<file path="config.mk">
export PLATFORM = sky130hd
export DESIGN_NAME = biquad_cascade_q15_top_flat
export DESIGN_NICKNAME = d
export VERILOG_FILES = /design/src/hdl/bqc_pkg.sv /design/src/hdl/bqc_if.sv /design/src/hdl/bqc_ram.sv /design/src/hdl/biquad_cascade_q15_top.sv /design/src/flat_wrapper.sv
export SDC_FILE = /design/constraint.sdc
export NUM_CORES = 2
export LEC_CHECK = 0
export ABC_AREA = 1
export BUFFER_PORTS_ARGS = -buffer_cell sky130_fd_sc_hd__buf_4
export CORE_MARGIN = 5
export CORE_UTILIZATION = 49
export DETAILED_ROUTE_END_ITERATION = 12
export GPL_ROUTABILITY_DRIVEN = 0
export PLACE_DENSITY_LB_ADDON = 0.05
export SYNTH_ARGS = -nofsm -noshare
export SYNTH_HDL_FRONTEND = slang
export SYNTH_HIERARCHICAL = 1
export SYNTH_SLANG_ARGS = --single-unit
</file>
<file path="constraint.sdc">
create_clock -name clk -period 6.8 [get_ports clk]
set_input_delay 1.36 -clock clk [delete_from_list [all_inputs] [get_ports clk]]
set_output_delay 1.36 -clock clk [all_outputs]
set_load 0.01 [all_outputs]
</file>
<file path="src/hdl/bqc_pkg.sv">
// Shared types, widths and constants of the Q15 biquad cascade.
// Has no dependencies; the interfaces, the top level and the testbench use it.
`timescale 1ns / 1ps

package bqc_pkg;

  localparam int VALUE_W      = 16;
  localparam int INDEX_W      = 6;
  localparam int PROD_W       = 17;
  localparam int ACC_W        = 20;
  localparam int COEFS_PER_STAGE = 5;
  localparam int Q15_SHIFT    = 15;
  localparam int STAGES_W     = 4;
  localparam int CFG_DATA_W   = 32;
  localparam int CFG_ADDR_W   = 3;

  localparam logic signed [VALUE_W-1:0] Q15_MAX = 16'sh7FFF;
  localparam logic signed [VALUE_W-1:0] Q15_MIN = -16'sh8000;

  localparam logic MODE_SAMPLE = 1'b0;
  localparam logic MODE_COEF   = 1'b1;

  localparam logic REG_IDX_ACTIVE_STAGES = 1'b0;
  localparam logic [STAGES_W-1:0] ACTIVE_STAGES_RESET = 4'd1;

  typedef logic signed [VALUE_W-1:0] q15_t;
  typedef logic signed [PROD_W-1:0]  prod_t;
  typedef logic signed [ACC_W-1:0]   acc_t;

  typedef enum logic [1:0] {
    ST_IDLE,
    ST_RUN,
    ST_DONE
  } state_t;

  typedef enum logic [2:0] {
    PH_READ,
    PH_MUL_B0,
    PH_Y,
    PH_ACC1,
    PH_ACC2,
    PH_SUB1,
    PH_WB
  } phase_t;

  function automatic q15_t sat16(input acc_t v);
    q15_t r;
    if (v > ACC_W'(Q15_MAX)) begin
      r = Q15_MAX;
    end else if (v < ACC_W'(Q15_MIN)) begin
      r = Q15_MIN;
    end else begin
      r = v[VALUE_W-1:0];
    end
    return r;
  endfunction

endpackage

</file>
<file path="src/hdl/bqc_if.sv">
// Valid/ready channel interfaces of the biquad cascade: input items and results.
// Depends on bqc_pkg for the field widths.
`timescale 1ns / 1ps

interface bqc_in_if;
  import bqc_pkg::*;

  logic                valid;
  logic                ready;
  logic                mode;
  logic [INDEX_W-1:0]  coef_index;
  logic signed [VALUE_W-1:0] value;

  modport source (output valid, mode, coef_index, value, input ready);
  modport sink   (input valid, mode, coef_index, value, output ready);
endinterface

interface bqc_out_if;
  import bqc_pkg::*;

  logic                      valid;
  logic                      ready;
  logic signed [VALUE_W-1:0] filtered_sample;

  modport source (output valid, filtered_sample, input ready);
  modport sink   (input valid, filtered_sample, output ready);
endinterface

</file>
<file path="src/hdl/bqc_ram.sv">
// Generic simple dual-port RAM with one write port and a registered read port.
// Stand-alone; used for the coefficient table and the delay store.
`timescale 1ns / 1ps

module bqc_ram #(
  parameter int WIDTH = 16,
  parameter int DEPTH = 40
) (
  input  logic                                     clk,
  input  logic                                     we,
  input  logic [((DEPTH > 1) ? $clog2(DEPTH) : 1)-1:0] waddr,
  input  logic [WIDTH-1:0]                         wdata,
  input  logic                                     re,
  input  logic [((DEPTH > 1) ? $clog2(DEPTH) : 1)-1:0] raddr,
  output logic [WIDTH-1:0]                         rdata
);

  logic [WIDTH-1:0] mem [DEPTH];

  always_ff @(posedge clk) begin
    if (we) begin
      mem[waddr] <= wdata;
    end
    if (re) begin
      rdata <= mem[raddr];
    end
  end

endmodule

</file>
<file path="src/hdl/biquad_cascade_q15_top.sv">
// Top level of the Q15 biquad cascade in transposed direct form II.
// Depends on bqc_pkg, the channel interfaces in bqc_if and bqc_ram.
`timescale 1ns / 1ps
//
// The input channel carries items that either write one coefficient word
// (mode 1, slot stage*5 + k for b0, b1, b2, a1, a2) or present one sample
// (mode 0). A coefficient transfer is absorbed in its own cycle and gives no
// result. A sample runs through the active sections and gives one result
// on the output channel. The APB-style port holds active_stages at address 0.
// Each section steps through the phases READ, MUL_B0, Y, ACC1, ACC2, SUB1
// and WB on one shared 16x16 multiplier, which is fed from the coefficient
// RAM one word per cycle. A sample runs through N sections, where N is the
// clamped stage count; no new item is taken until its result is loaded.
// With N equal to zero the sample goes unfiltered into the output register.
// Reset clears the delay store through one valid bit per section, so no
// clearing pass is needed; coefficients must be written before use.
// A result waits in an output register; the next item may be taken while it
// waits, and a finished sample holds the block until the register is free.

module biquad_cascade_q15_top #(
  parameter int MAX_STAGES = 8
) (
  input  logic                              clk,
  input  logic                              rst_n,
  bqc_in_if.sink                            in_ch,
  bqc_out_if.source                         out_ch,
  input  logic                              cfg_psel,
  input  logic                              cfg_penable,
  input  logic                              cfg_pwrite,
  input  logic [bqc_pkg::CFG_ADDR_W-1:0]    cfg_paddr,
  input  logic [bqc_pkg::CFG_DATA_W-1:0]    cfg_pwdata,
  output logic [bqc_pkg::CFG_DATA_W-1:0]    cfg_prdata,
  output logic                              cfg_pready
);
  import bqc_pkg::*;

  localparam int COEF_DEPTH = COEFS_PER_STAGE * MAX_STAGES;
  localparam int CAW = $clog2(COEF_DEPTH);
  localparam int SW  = (MAX_STAGES > 1) ? $clog2(MAX_STAGES) : 1;
  localparam int SCW = $clog2(MAX_STAGES + 1);
  localparam int IW  = (CAW > INDEX_W) ? CAW : INDEX_W;
  localparam int DLY_W = 2 * VALUE_W;

  state_t state_r, state_nxt;
  phase_t phase_r, phase_nxt;

  logic [STAGES_W-1:0] active_r;
  logic [SCW-1:0]      n_stages_r;
  logic [SCW-1:0]      n_clamp;
  logic [SCW-1:0]      stage_r;
  logic                stage_last;
  logic [CAW-1:0]      coef_addr_r;
  logic [MAX_STAGES-1:0] dvalid_r;
  logic                dval_q_r;

  q15_t  x_r, y_r, d1, d2, nd1, nd2, mul_b;
  prod_t prod_r;
  acc_t  acc1_r, acc2_r;
  logic signed [2*VALUE_W-1:0] product;

  logic              in_accept, cfg_write, out_load;
  logic              out_valid_r;
  q15_t              out_data_r;
  logic [IW-1:0]     slot_ext;

  logic              coef_we, coef_re;
  logic [CAW-1:0]    coef_waddr;
  logic [VALUE_W-1:0] coef_rdata;
  logic              dly_we, dly_re;
  logic [SW-1:0]     dly_addr;
  logic [DLY_W-1:0]  dly_wdata, dly_rdata;

  // Configuration port.
  assign cfg_pready = 1'b1;
  assign cfg_write  = cfg_psel && cfg_penable && cfg_pwrite && cfg_pready;
  assign cfg_prdata = (cfg_paddr[2] == REG_IDX_ACTIVE_STAGES)
                      ? CFG_DATA_W'(active_r) : '0;

  always_ff @(posedge clk) begin
    if (!rst_n) begin
      active_r <= ACTIVE_STAGES_RESET;
    end else if (cfg_write && cfg_paddr[2] == REG_IDX_ACTIVE_STAGES) begin
      active_r <= cfg_pwdata[STAGES_W-1:0];
    end
  end

  // Input decode.
  assign in_ch.ready = (state_r == ST_IDLE);
  assign in_accept   = in_ch.valid && in_ch.ready;
  assign slot_ext    = IW'(in_ch.coef_index);
  assign coef_waddr  = slot_ext[CAW-1:0];
  assign coef_we     = in_accept && (in_ch.mode == MODE_COEF)
                       && (int'(in_ch.coef_index) < COEF_DEPTH);
  assign n_clamp     = (int'(active_r) > MAX_STAGES) ? SCW'(MAX_STAGES) : SCW'(active_r);
  assign stage_last  = (stage_r == n_stages_r - SCW'(1));

  // Memories.
  assign coef_re   = (state_r == ST_RUN) && (phase_r != PH_SUB1) && (phase_r != PH_WB);
  assign dly_re    = (state_r == ST_RUN) && (phase_r == PH_READ);
  assign dly_we    = (state_r == ST_RUN) && (phase_r == PH_WB);
  assign dly_addr  = stage_r[SW-1:0];
  assign dly_wdata = {nd1, nd2};

  bqc_ram #(.WIDTH(VALUE_W), .DEPTH(COEF_DEPTH)) u_coef_ram (
    .clk   (clk),
    .we    (coef_we),
    .waddr (coef_waddr),
    .wdata (in_ch.value),
    .re    (coef_re),
    .raddr (coef_addr_r),
    .rdata (coef_rdata)
  );

  bqc_ram #(.WIDTH(DLY_W), .DEPTH(MAX_STAGES)) u_dly_ram (
    .clk   (clk),
    .we    (dly_we),
    .waddr (dly_addr),
    .wdata (dly_wdata),
    .re    (dly_re),
    .raddr (dly_addr),
    .rdata (dly_rdata)
  );

  // Datapath: one shared multiplier, registered product.
  assign d1 = dval_q_r ? q15_t'(dly_rdata[DLY_W-1:VALUE_W]) : '0;
  assign d2 = dval_q_r ? q15_t'(dly_rdata[VALUE_W-1:0]) : '0;
  assign mul_b = (phase_r == PH_MUL_B0 || phase_r == PH_Y || phase_r == PH_ACC1) ? x_r : y_r;
  assign product = $signed(coef_rdata) * mul_b;
  assign nd1 = sat16(acc1_r);
  assign nd2 = sat16(acc2_r - ACC_W'(prod_r));

  always_ff @(posedge clk) begin
    prod_r <= product[2*VALUE_W-1:Q15_SHIFT];
    if (in_accept && in_ch.mode == MODE_SAMPLE) begin
      x_r <= in_ch.value;
    end
    if (state_r == ST_RUN) begin
      unique case (phase_r)
        PH_Y:    y_r    <= sat16(ACC_W'(prod_r) + ACC_W'(d1));
        PH_ACC1: acc1_r <= ACC_W'(prod_r) + ACC_W'(d2);
        PH_ACC2: acc2_r <= ACC_W'(prod_r);
        PH_SUB1: acc1_r <= acc1_r - ACC_W'(prod_r);
        PH_WB:   x_r    <= y_r;
        default: ;
      endcase
    end
    if (dly_re) begin
      dval_q_r <= dvalid_r[dly_addr];
    end
    if (out_load) begin
      out_data_r <= x_r;
    end
  end

  // Sequencer control.
  always_ff @(posedge clk) begin
    if (!rst_n) begin
      state_r     <= ST_IDLE;
      phase_r     <= PH_READ;
      stage_r     <= '0;
      n_stages_r  <= '0;
      coef_addr_r <= '0;
      dvalid_r    <= '0;
    end else begin
      state_r <= state_nxt;
      phase_r <= phase_nxt;
      if (in_accept && in_ch.mode == MODE_SAMPLE) begin
        n_stages_r  <= n_clamp;
        stage_r     <= '0;
        coef_addr_r <= '0;
      end else begin
        if (coef_re) begin
          coef_addr_r <= coef_addr_r + CAW'(1);
        end
        if (dly_we) begin
          stage_r            <= stage_r + SCW'(1);
          dvalid_r[dly_addr] <= 1'b1;
        end
      end
    end
  end

  always_comb begin
    state_nxt = state_r;
    phase_nxt = phase_r;
    unique case (state_r)
      ST_IDLE: begin
        phase_nxt = PH_READ;
        if (in_accept && in_ch.mode == MODE_SAMPLE) begin
          state_nxt = (n_clamp == '0) ? ST_DONE : ST_RUN;
        end
      end
      ST_RUN: begin
        unique case (phase_r)
          PH_READ:   phase_nxt = PH_MUL_B0;
          PH_MUL_B0: phase_nxt = PH_Y;
          PH_Y:      phase_nxt = PH_ACC1;
          PH_ACC1:   phase_nxt = PH_ACC2;
          PH_ACC2:   phase_nxt = PH_SUB1;
          PH_SUB1:   phase_nxt = PH_WB;
          PH_WB: begin
            phase_nxt = PH_READ;
            if (stage_last) begin
              state_nxt = ST_DONE;
            end
          end
          default:   phase_nxt = PH_READ;
        endcase
      end
      ST_DONE: begin
        if (out_load) begin
          state_nxt = ST_IDLE;
        end
      end
      default: state_nxt = ST_IDLE;
    endcase
  end

  // Output register.
  assign out_load = (state_r == ST_DONE) && (!out_valid_r || out_ch.ready);

  always_ff @(posedge clk) begin
    if (!rst_n) begin
      out_valid_r <= 1'b0;
    end else if (out_load) begin
      out_valid_r <= 1'b1;
    end else if (out_ch.ready) begin
      out_valid_r <= 1'b0;
    end
  end

  assign out_ch.valid           = out_valid_r;
  assign out_ch.filtered_sample = out_data_r;

  // The delay row is never read and written back in the same cycle.
  a_dly_no_overlap: assert property (@(posedge clk) disable iff (!rst_n)
    !(dly_we && dly_re))
    else $error("delay store read and write overlap");

  // Coefficient reads stay inside the table.
  a_coef_addr_range: assert property (@(posedge clk) disable iff (!rst_n)
    coef_re |-> (int'(coef_addr_r) < COEF_DEPTH))
    else $error("coefficient read beyond the table");

  // The section counter never passes the clamped stage count while running.
  a_stage_range: assert property (@(posedge clk) disable iff (!rst_n)
    (state_r == ST_RUN) |-> (stage_r < n_stages_r))
    else $error("section counter out of range");

  // A new result only appears after a finished sample.
  a_result_source: assert property (@(posedge clk) disable iff (!rst_n)
    $rose(out_valid_r) |-> $past(state_r == ST_DONE))
    else $error("result loaded without a finished sample");

endmodule

</file>
<file path="src/flat_wrapper.sv">
// flat-port wrapper written by rule: the top's interface ports become plain ports
module biquad_cascade_q15_top_flat import bqc_pkg::*;
#(
  parameter int MAX_STAGES = 8
)
  (clk, rst_n, cfg_psel, cfg_penable, cfg_pwrite, cfg_paddr, cfg_pwdata, cfg_prdata, cfg_pready, in_ch_valid, in_ch_mode, in_ch_coef_index, in_ch_value, in_ch_ready, out_ch_valid, out_ch_filtered_sample, out_ch_ready);
  bqc_in_if in_ch_i ();
  bqc_out_if out_ch_i ();
  input  logic clk;
  input  logic rst_n;
  input  logic cfg_psel;
  input  logic cfg_penable;
  input  logic cfg_pwrite;
  input  logic [bqc_pkg::CFG_ADDR_W-1:0] cfg_paddr;
  input  logic [bqc_pkg::CFG_DATA_W-1:0] cfg_pwdata;
  output logic [bqc_pkg::CFG_DATA_W-1:0] cfg_prdata;
  output logic cfg_pready;
  input wire logic [$bits(in_ch_i.valid)-1:0] in_ch_valid;
  input wire logic [$bits(in_ch_i.mode)-1:0] in_ch_mode;
  input wire logic [$bits(in_ch_i.coef_index)-1:0] in_ch_coef_index;
  input wire logic [$bits(in_ch_i.value)-1:0] in_ch_value;
  output wire logic [$bits(in_ch_i.ready)-1:0] in_ch_ready;
  output wire logic [$bits(out_ch_i.valid)-1:0] out_ch_valid;
  output wire logic [$bits(out_ch_i.filtered_sample)-1:0] out_ch_filtered_sample;
  input wire logic [$bits(out_ch_i.ready)-1:0] out_ch_ready;
  assign in_ch_i.valid = in_ch_valid;
  assign in_ch_i.mode = in_ch_mode;
  assign in_ch_i.coef_index = in_ch_coef_index;
  assign in_ch_i.value = in_ch_value;
  assign in_ch_ready = in_ch_i.ready;
  assign out_ch_valid = out_ch_i.valid;
  assign out_ch_filtered_sample = out_ch_i.filtered_sample;
  assign out_ch_i.ready = out_ch_ready;
  biquad_cascade_q15_top #(.MAX_STAGES(MAX_STAGES)) u_core (.clk(clk), .rst_n(rst_n), .in_ch(in_ch_i), .out_ch(out_ch_i), .cfg_psel(cfg_psel), .cfg_penable(cfg_penable), .cfg_pwrite(cfg_pwrite), .cfg_paddr(cfg_paddr), .cfg_pwdata(cfg_pwdata), .cfg_prdata(cfg_prdata), .cfg_pready(cfg_pready));
endmodule
</file>
Word level (Yosys, flattened, before mapping)

Memories as Yosys holds them, arrays and structs flattened. A register that Yosys moved wholly into a read port is not among the register bits.
Index checks and enable logic that the tools add are counted.

Logic and storage cells: 116
Memories kept: 2
RAM bits: 896
Input port bits: 65
Output and inout bits: 51
Register bits: 135

Mux-type cells: 32
Equal/unequal tests: 15
Add/subtract/negate cells: 7
Reductions and logical operators: 29
Bitwise gates (word level): 5
$lt $le $gt $ge: 10
Multiply operators: 1

Memory list:

| name                  | depth | bits a word | read ports | clocked after memory_dff | write ports | RTL line      | source |
|---|---|---|---|---|---|---|---|
| u_core.u_coef_ram.mem | 40    | 16          | 1          | 1                        | 1           | bqc_ram.sv:18 | `logic [WIDTH-1:0] mem [DEPTH];` |
| u_core.u_dly_ram.mem  | 8     | 32          | 1          | 1                        | 1           | bqc_ram.sv:18 |  |

Operators by type and width:

| cell                                                                   | number |
|---|---|
| 16-bit 2-to-1 mux                                                      | 11 |
| 20-bit by 16-bit > comparator with 1-bit output, second input constant | 3 |
| 20-bit by 16-bit < comparator with 1-bit output, second input constant | 3 |
| 20-bit case mux with 2 select lines                                    | 1 |
| 17-bit by 16-bit adder with 18-bit output                              | 2 |
| 16-bit by 16-bit multiplier with 32-bit output                         | 1 |
| 20-bit by 17-bit subtractor with 20-bit output                         | 1 |
| 3-bit case mux with 6 select lines                                     | 1 |
| 17-bit by 17-bit subtractor with 18-bit output                         | 1 |
| 1-bit logical AND                                                      | 13 |
| 2-bit 2-to-1 mux                                                       | 5 |
| 3-bit == test, second input constant                                   | 3 |
| 1-bit 2-to-1 mux                                                       | 8 |
| 4-bit 2-to-1 mux                                                       | 2 |
| 8-bit bitwise OR                                                       | 1 |
| 2-bit AND reduction                                                    | 4 |
| 6-bit by 1-bit adder with 6-bit output, second input constant          | 1 |
| 3-bit by 2-bit == test with 1-bit output, second input constant        | 2 |
| 6-bit < comparator, second input constant                              | 1 |
| 3-bit inequality test, second input constant                           | 2 |
| 2-bit case mux with 3 select lines                                     | 1 |
| 3-bit case mux with 2 select lines                                     | 1 |
| 2-bit nonzero test                                                     | 3 |
| 4-bit by 1-bit adder with 4-bit output, second input constant          | 1 |
| other kinds (20)                                                       | 27 |

Depth between registers and ports, before layout

Depth in word-level cells: 6
Mapped depth: 32
Depth with buffers taken out: 29

Hierarchy

The synthesis kept the hierarchy.

Modules (own cells, without submodules):

| module                      | cells each | area an instance (um^2) | seq. area each (um^2) | instances |
|---|---|---|---|---|
| bqc_ram (u_core.u_coef_ram) | 2,130      | 26,304.0                | 19,698.9              | 1 |
| biquad_cascade_q15_top      | 2,565      | 19,581.3                | 3,403.3               | 1 |
| bqc_ram (u_core.u_dly_ram)  | 1,156      | 12,192.9                | 8,648.3               | 1 |

Worst setup path after synthesis

OpenSTA, ideal clock, no wires.

Kind: register to register
From: register u_core.phase_r[0]
To: register u_core.prod_r[15]
Setup time: 112 ps
Buffers on the path: 3
Required time: 6,688 ps
Cell stages (with the launch flop): 27
Period minus slack after synthesis: 6,053 ps
Slack: 747 ps
Arrival: 5,940 ps
Path through: dfxtp_1 buf_2 o21ai_2 buf_4 buf_4 o21a_1 inv_1 nor2_1 inv_1 fa_1 inv_1 fa_1 fa_1 fa_1 fa_1 inv_1 fa_1 inv_1 ha_1 a21oi_1 nor2_1 nor2_1 nor2_1 a2111oi_0 nand2_1 nand2_1 nand2_1

Cells in the longest elaborated chain, start to end: 5
Elaborated cells between the ends (all ways): 7
Classes of those cells: mul (1); eq/ne (3); mux (1); reduce/logical (2)

Ends and longest elaborated chain:

| what                                                                                                 | RTL line                      | source |
|---|---|---|
| from (decl)                                                                                          | biquad_cascade_q15_top.sv:45  | `phase_t phase_r, phase_nxt;` |
| from (signal assigned)                                                                               | biquad_cascade_q15_top.sv:166 | `phase_r <= phase_nxt;` |
| 3-bit by 1-bit == test with 1-bit output or 3-bit by 2-bit == test with 1-bit output (tied branches) | biquad_cascade_q15_top.sv:127 | `assign mul_b = (phase_r == PH_MUL_B0 \|\| phase_r == PH_Y \|\| phase_r == PH_ACC1) ? x_r : y_r;` |
| 1-bit logical OR                                                                                     | biquad_cascade_q15_top.sv:127 |  |
| 1-bit logical OR (*)                                                                                 | biquad_cascade_q15_top.sv:127 |  |
| 16-bit 2-to-1 mux (*)                                                                                | biquad_cascade_q15_top.sv:127 |  |
| 16-bit by 16-bit multiplier with 32-bit output (*)                                                   | biquad_cascade_q15_top.sv:128 | `assign product = $signed(coef_rdata) * mul_b;` |
| net u_core.product[30]                                                                               | biquad_cascade_q15_top.sv:59  | `logic signed [2*VALUE_W-1:0] product;` |
| to (signal assigned)                                                                                 | biquad_cascade_q15_top.sv:133 | `prod_r <= product[2*VALUE_W-1:Q15_SHIFT];` |
| to (decl)                                                                                            | biquad_cascade_q15_top.sv:57  | `prod_t prod_r;` |

The timed path passes the listed nets; every way through them passes the cells marked *.
A chain may end at the register's enable or synchronous reset.

Final worst setup path

From: register u_core.phase_r[2]
To: register u_core.prod_r[15]

The elaborated chain is that of the path after synthesis.

==> summary.md <==
| Metric | Value |
|---|---|
| Crit-path most repeated cell | `inv_1` |
| Final setup vio count | `0` |
| Drt via density | `5.31` |
| Largest net degree at the start of global routing | `194` |
| H-Tree Depth | `3` |
| Synth top area share | `0.524` |
| Critical Path Slowest Stage Cell | `fa_1` |
| Leading area contributor after synthesis | `edfxtp_1` |
| Num rows | `126` |
| Syn Area/Cell | `9.93 um^2` |
| Post-synthesis sequential area ratio | `0.547` |
| DRC | `0` |
| GRT overflow | `0` |
| Synth Register Bits | `1079` |
| WS Path Type | `flop to flop` |
| Mapped cell area | `58100 um^2` |
| Most frequent cells in the layout | `nand2_1, edfxtp_1, inv_1, nand3_1, nor2_1` |
| Total GRT Usage | `0.242` |
| Worst-Margin Slew | `1.08 ns` |
| Core area | `118000 um^2` |
| Clk sinks | `1079` |
| Drt pass-1 iters | `6` |
| Die X-Extent | `354 um` |
| Initial antenna violation count | `3` |
| Routed len/inst | `20.5 um` |
| Final Hold Fails | `0` |
| Die area | `126000 um^2` |
| Cell family contributing the most delay on the critical path | `adder cells` |
| DR vias | `40000` |
| Detailed Place HPWL | `99.7 mm` |
| Starting Density | `0.493` |
| Distinct cells, synth | `61` |
| Clock root cell | `clkbuf_16` |
| Maxcap violations | `0` |
| Area Growth Syn to Fin | `9.41%` |
| Crit path DAT | `7.03 ns` |
| Most common cell after layout, fill and taps aside | `nand2_1` |
| Critical path buffers and inverters | `10` |
| Final WL | `155 mm` |
| Ys Warns | `6` |
| TritonCTS clock tree | `built` |
| Sum Neg Setup Slack | `0 ns` |
| FFs w/ async S/R, synth | `0` |
| Largest cells by area after synthesis | `edfxtp_1, nand2_1, fa_1` |
| Required time of the critical path | `7.37 ns` |
| Setup crit start kind | `flop` |
| Final ANT Viol Nets | `0` |
| CP peak stage delay | `0.62 ns` |
| Setup crit end kind | `flop` |
| Hold Path Class | `flop to flop` |
| Fin crit share | `0.949` |
| Num ports | `116` |
| Post-Synthesis Cells | `5851` |
| IO Port Bufs | `56` |
| Die H | `354 um` |
| Largest fanout on the critical path | `30` |
| First-pass GRT wire length | `233 mm` |
| Final nets | `6380` |
| Worst slew margin | `0.279` |
| Layout cells sized above 1 | `0.0675` |
| Number of global-route vias before repair | `37700` |
| Unrepaired setup endpoints after global routing | `false` |
| EDFF count, synth | `1014` |
| Max Freq | `0.155 GHz` |
| Num CTS Buffers | `113` |
| Most used DFF post-synth | `edfxtp_1` |
| Iter 0 DRT Violations | `3533` |
| Count of pins over their slew limit | `0` |
| Final min period | `6.45 ns` |
| Clk_skew | `0.0636 ns` |
| Status | `finished, final reports clean` |
| Worst-skew pair later-pin latency | `0.73 ns` |
| CTS Buffer Depth | `3` |
| Clock transition at the registers of the reported paths | `0.06 ns` |
[metal layers]
metal | track usage | share of wire
met5 | 0 | 0
met1 | 0.355 | 0.46
met3 | 0.0300 | 0.059
met4 | 0.0684 | 0.028
met2 | 0.385 | 0.46
[stage by stage]
step / cells / utilization / instance area, um^2 / hold WS, ns / setup slack, ns
after CTS: 7517 / 0.538 / 63500 / 0.455 / 0.162
final: 7523 / 0.539 / 63500 / 0.456 / 0.347
after global placement: 7314 / 0.509 / 60100 / 0.440 / 0.227
after global routing: 7522 / 0.539 / 63500 / 0.480 / 0.0393
after floorplan: 5878 / - / 58200 / 0.408 / 0.747
after detailed placement: 7314 / 0.509 / 60100 / 0.444 / 0.205
[cells by family after synthesis]
kind of cell               share of synthesized area
muxes                                       0.000172
xor gates and xnor gates                     0.00799
buffers and inverters                         0.0815
and+or+nand+nor                                0.195
adders and majority gates                      0.124
DFF                                            0.547
AOI/OAI and AO/OA                             0.0442
other                                       0.000129
[state kept, by name, summed over array words and instances (netlist names), 3 cells and up]
name	flops
u_core/x_r	16
u_core/out_ch.filtered_sample	16
u_core/u_coef_ram/rdata	16
u_core/u_coef_ram/mem	640
u_core/acc1_r	20
u_core/prod_r	17
u_core/n_stages_r	4
u_core/stage_r	4
u_core/u_dly_ram/mem	256
u_core/phase_r	3
u_core/acc2_r	17
u_core/dvalid_r	8
u_core/u_dly_ram/rdata	32
u_core/y_r	16
u_core/active_r	4
u_core/coef_addr_r	6
[path summary, 6_finish.rpt]
path                     start                                 to  slack [ns]  cells past startpoint
max reg2reg  u_core/phase_r[2]                  u_core/prod_r[15]        0.35                     25
max          u_core/phase_r[2]                  u_core/prod_r[15]        0.35                     25
min             u_core/x_r[10]  u_core/out_ch.filtered_sample[10]        0.46                      0
min reg2reg     u_core/x_r[10]  u_core/out_ch.filtered_sample[10]        0.46                      0
[synth_stat cells, types with 2 or more instances]
cell and number:
clkbuf_1 70, nand3_2 3, a31o_2 2, inv_2 14
clkinv_1 5, buf_4 66, xnor2_1 19, nand3b_1 2
nor2_1 365, buf_6 24, a31oi_1 23, o21ai_1 17
nand4_1 30, xor2_1 34, a221oi_1 2, a21o_1 11
and2_1 2, nor4_1 11, fa_1 265, or2_2 3
o21ai_0 141, conb_1 2, nand2_1 1639, buf_2 85
nand2_2 13, o31ai_1 4, o211ai_1 22, a21boi_0 4
o21ai_2 7, a21oi_1 153, o21a_1 5, edfxtp_1 1014
buf_1 27, o22ai_1 17, and3_1 2, inv_1 823
o32ai_1 2, dfxtp_1 65, nor2_2 3, ha_1 152
nor3_1 28, o21bai_1 8, o221ai_1 16, nand3_1 634
[layout make-up]
type,count,area [um^2]
Multi-Input combinational cell,3683,21900
Fill cell,10500,54400
Clock inverter,46,353
Tap cell,1536,1920
Sequential cell,1079,31800
Antenna cell,1,2.50
Inverter,843,3190
Timing Repair Buffer,178,1390
Clock buffer,157,3050
[what timing repair did]
action                                  in CTS  in global routing
hold buffers                                 0                  0
resized for setup                            0                 11
endpoints found under the setup margin       0                  7
setup buffers                                0                  5
Power is not shown: default switching activity piles up to over one toggle a cycle in this logic, so the estimate is an artifact.
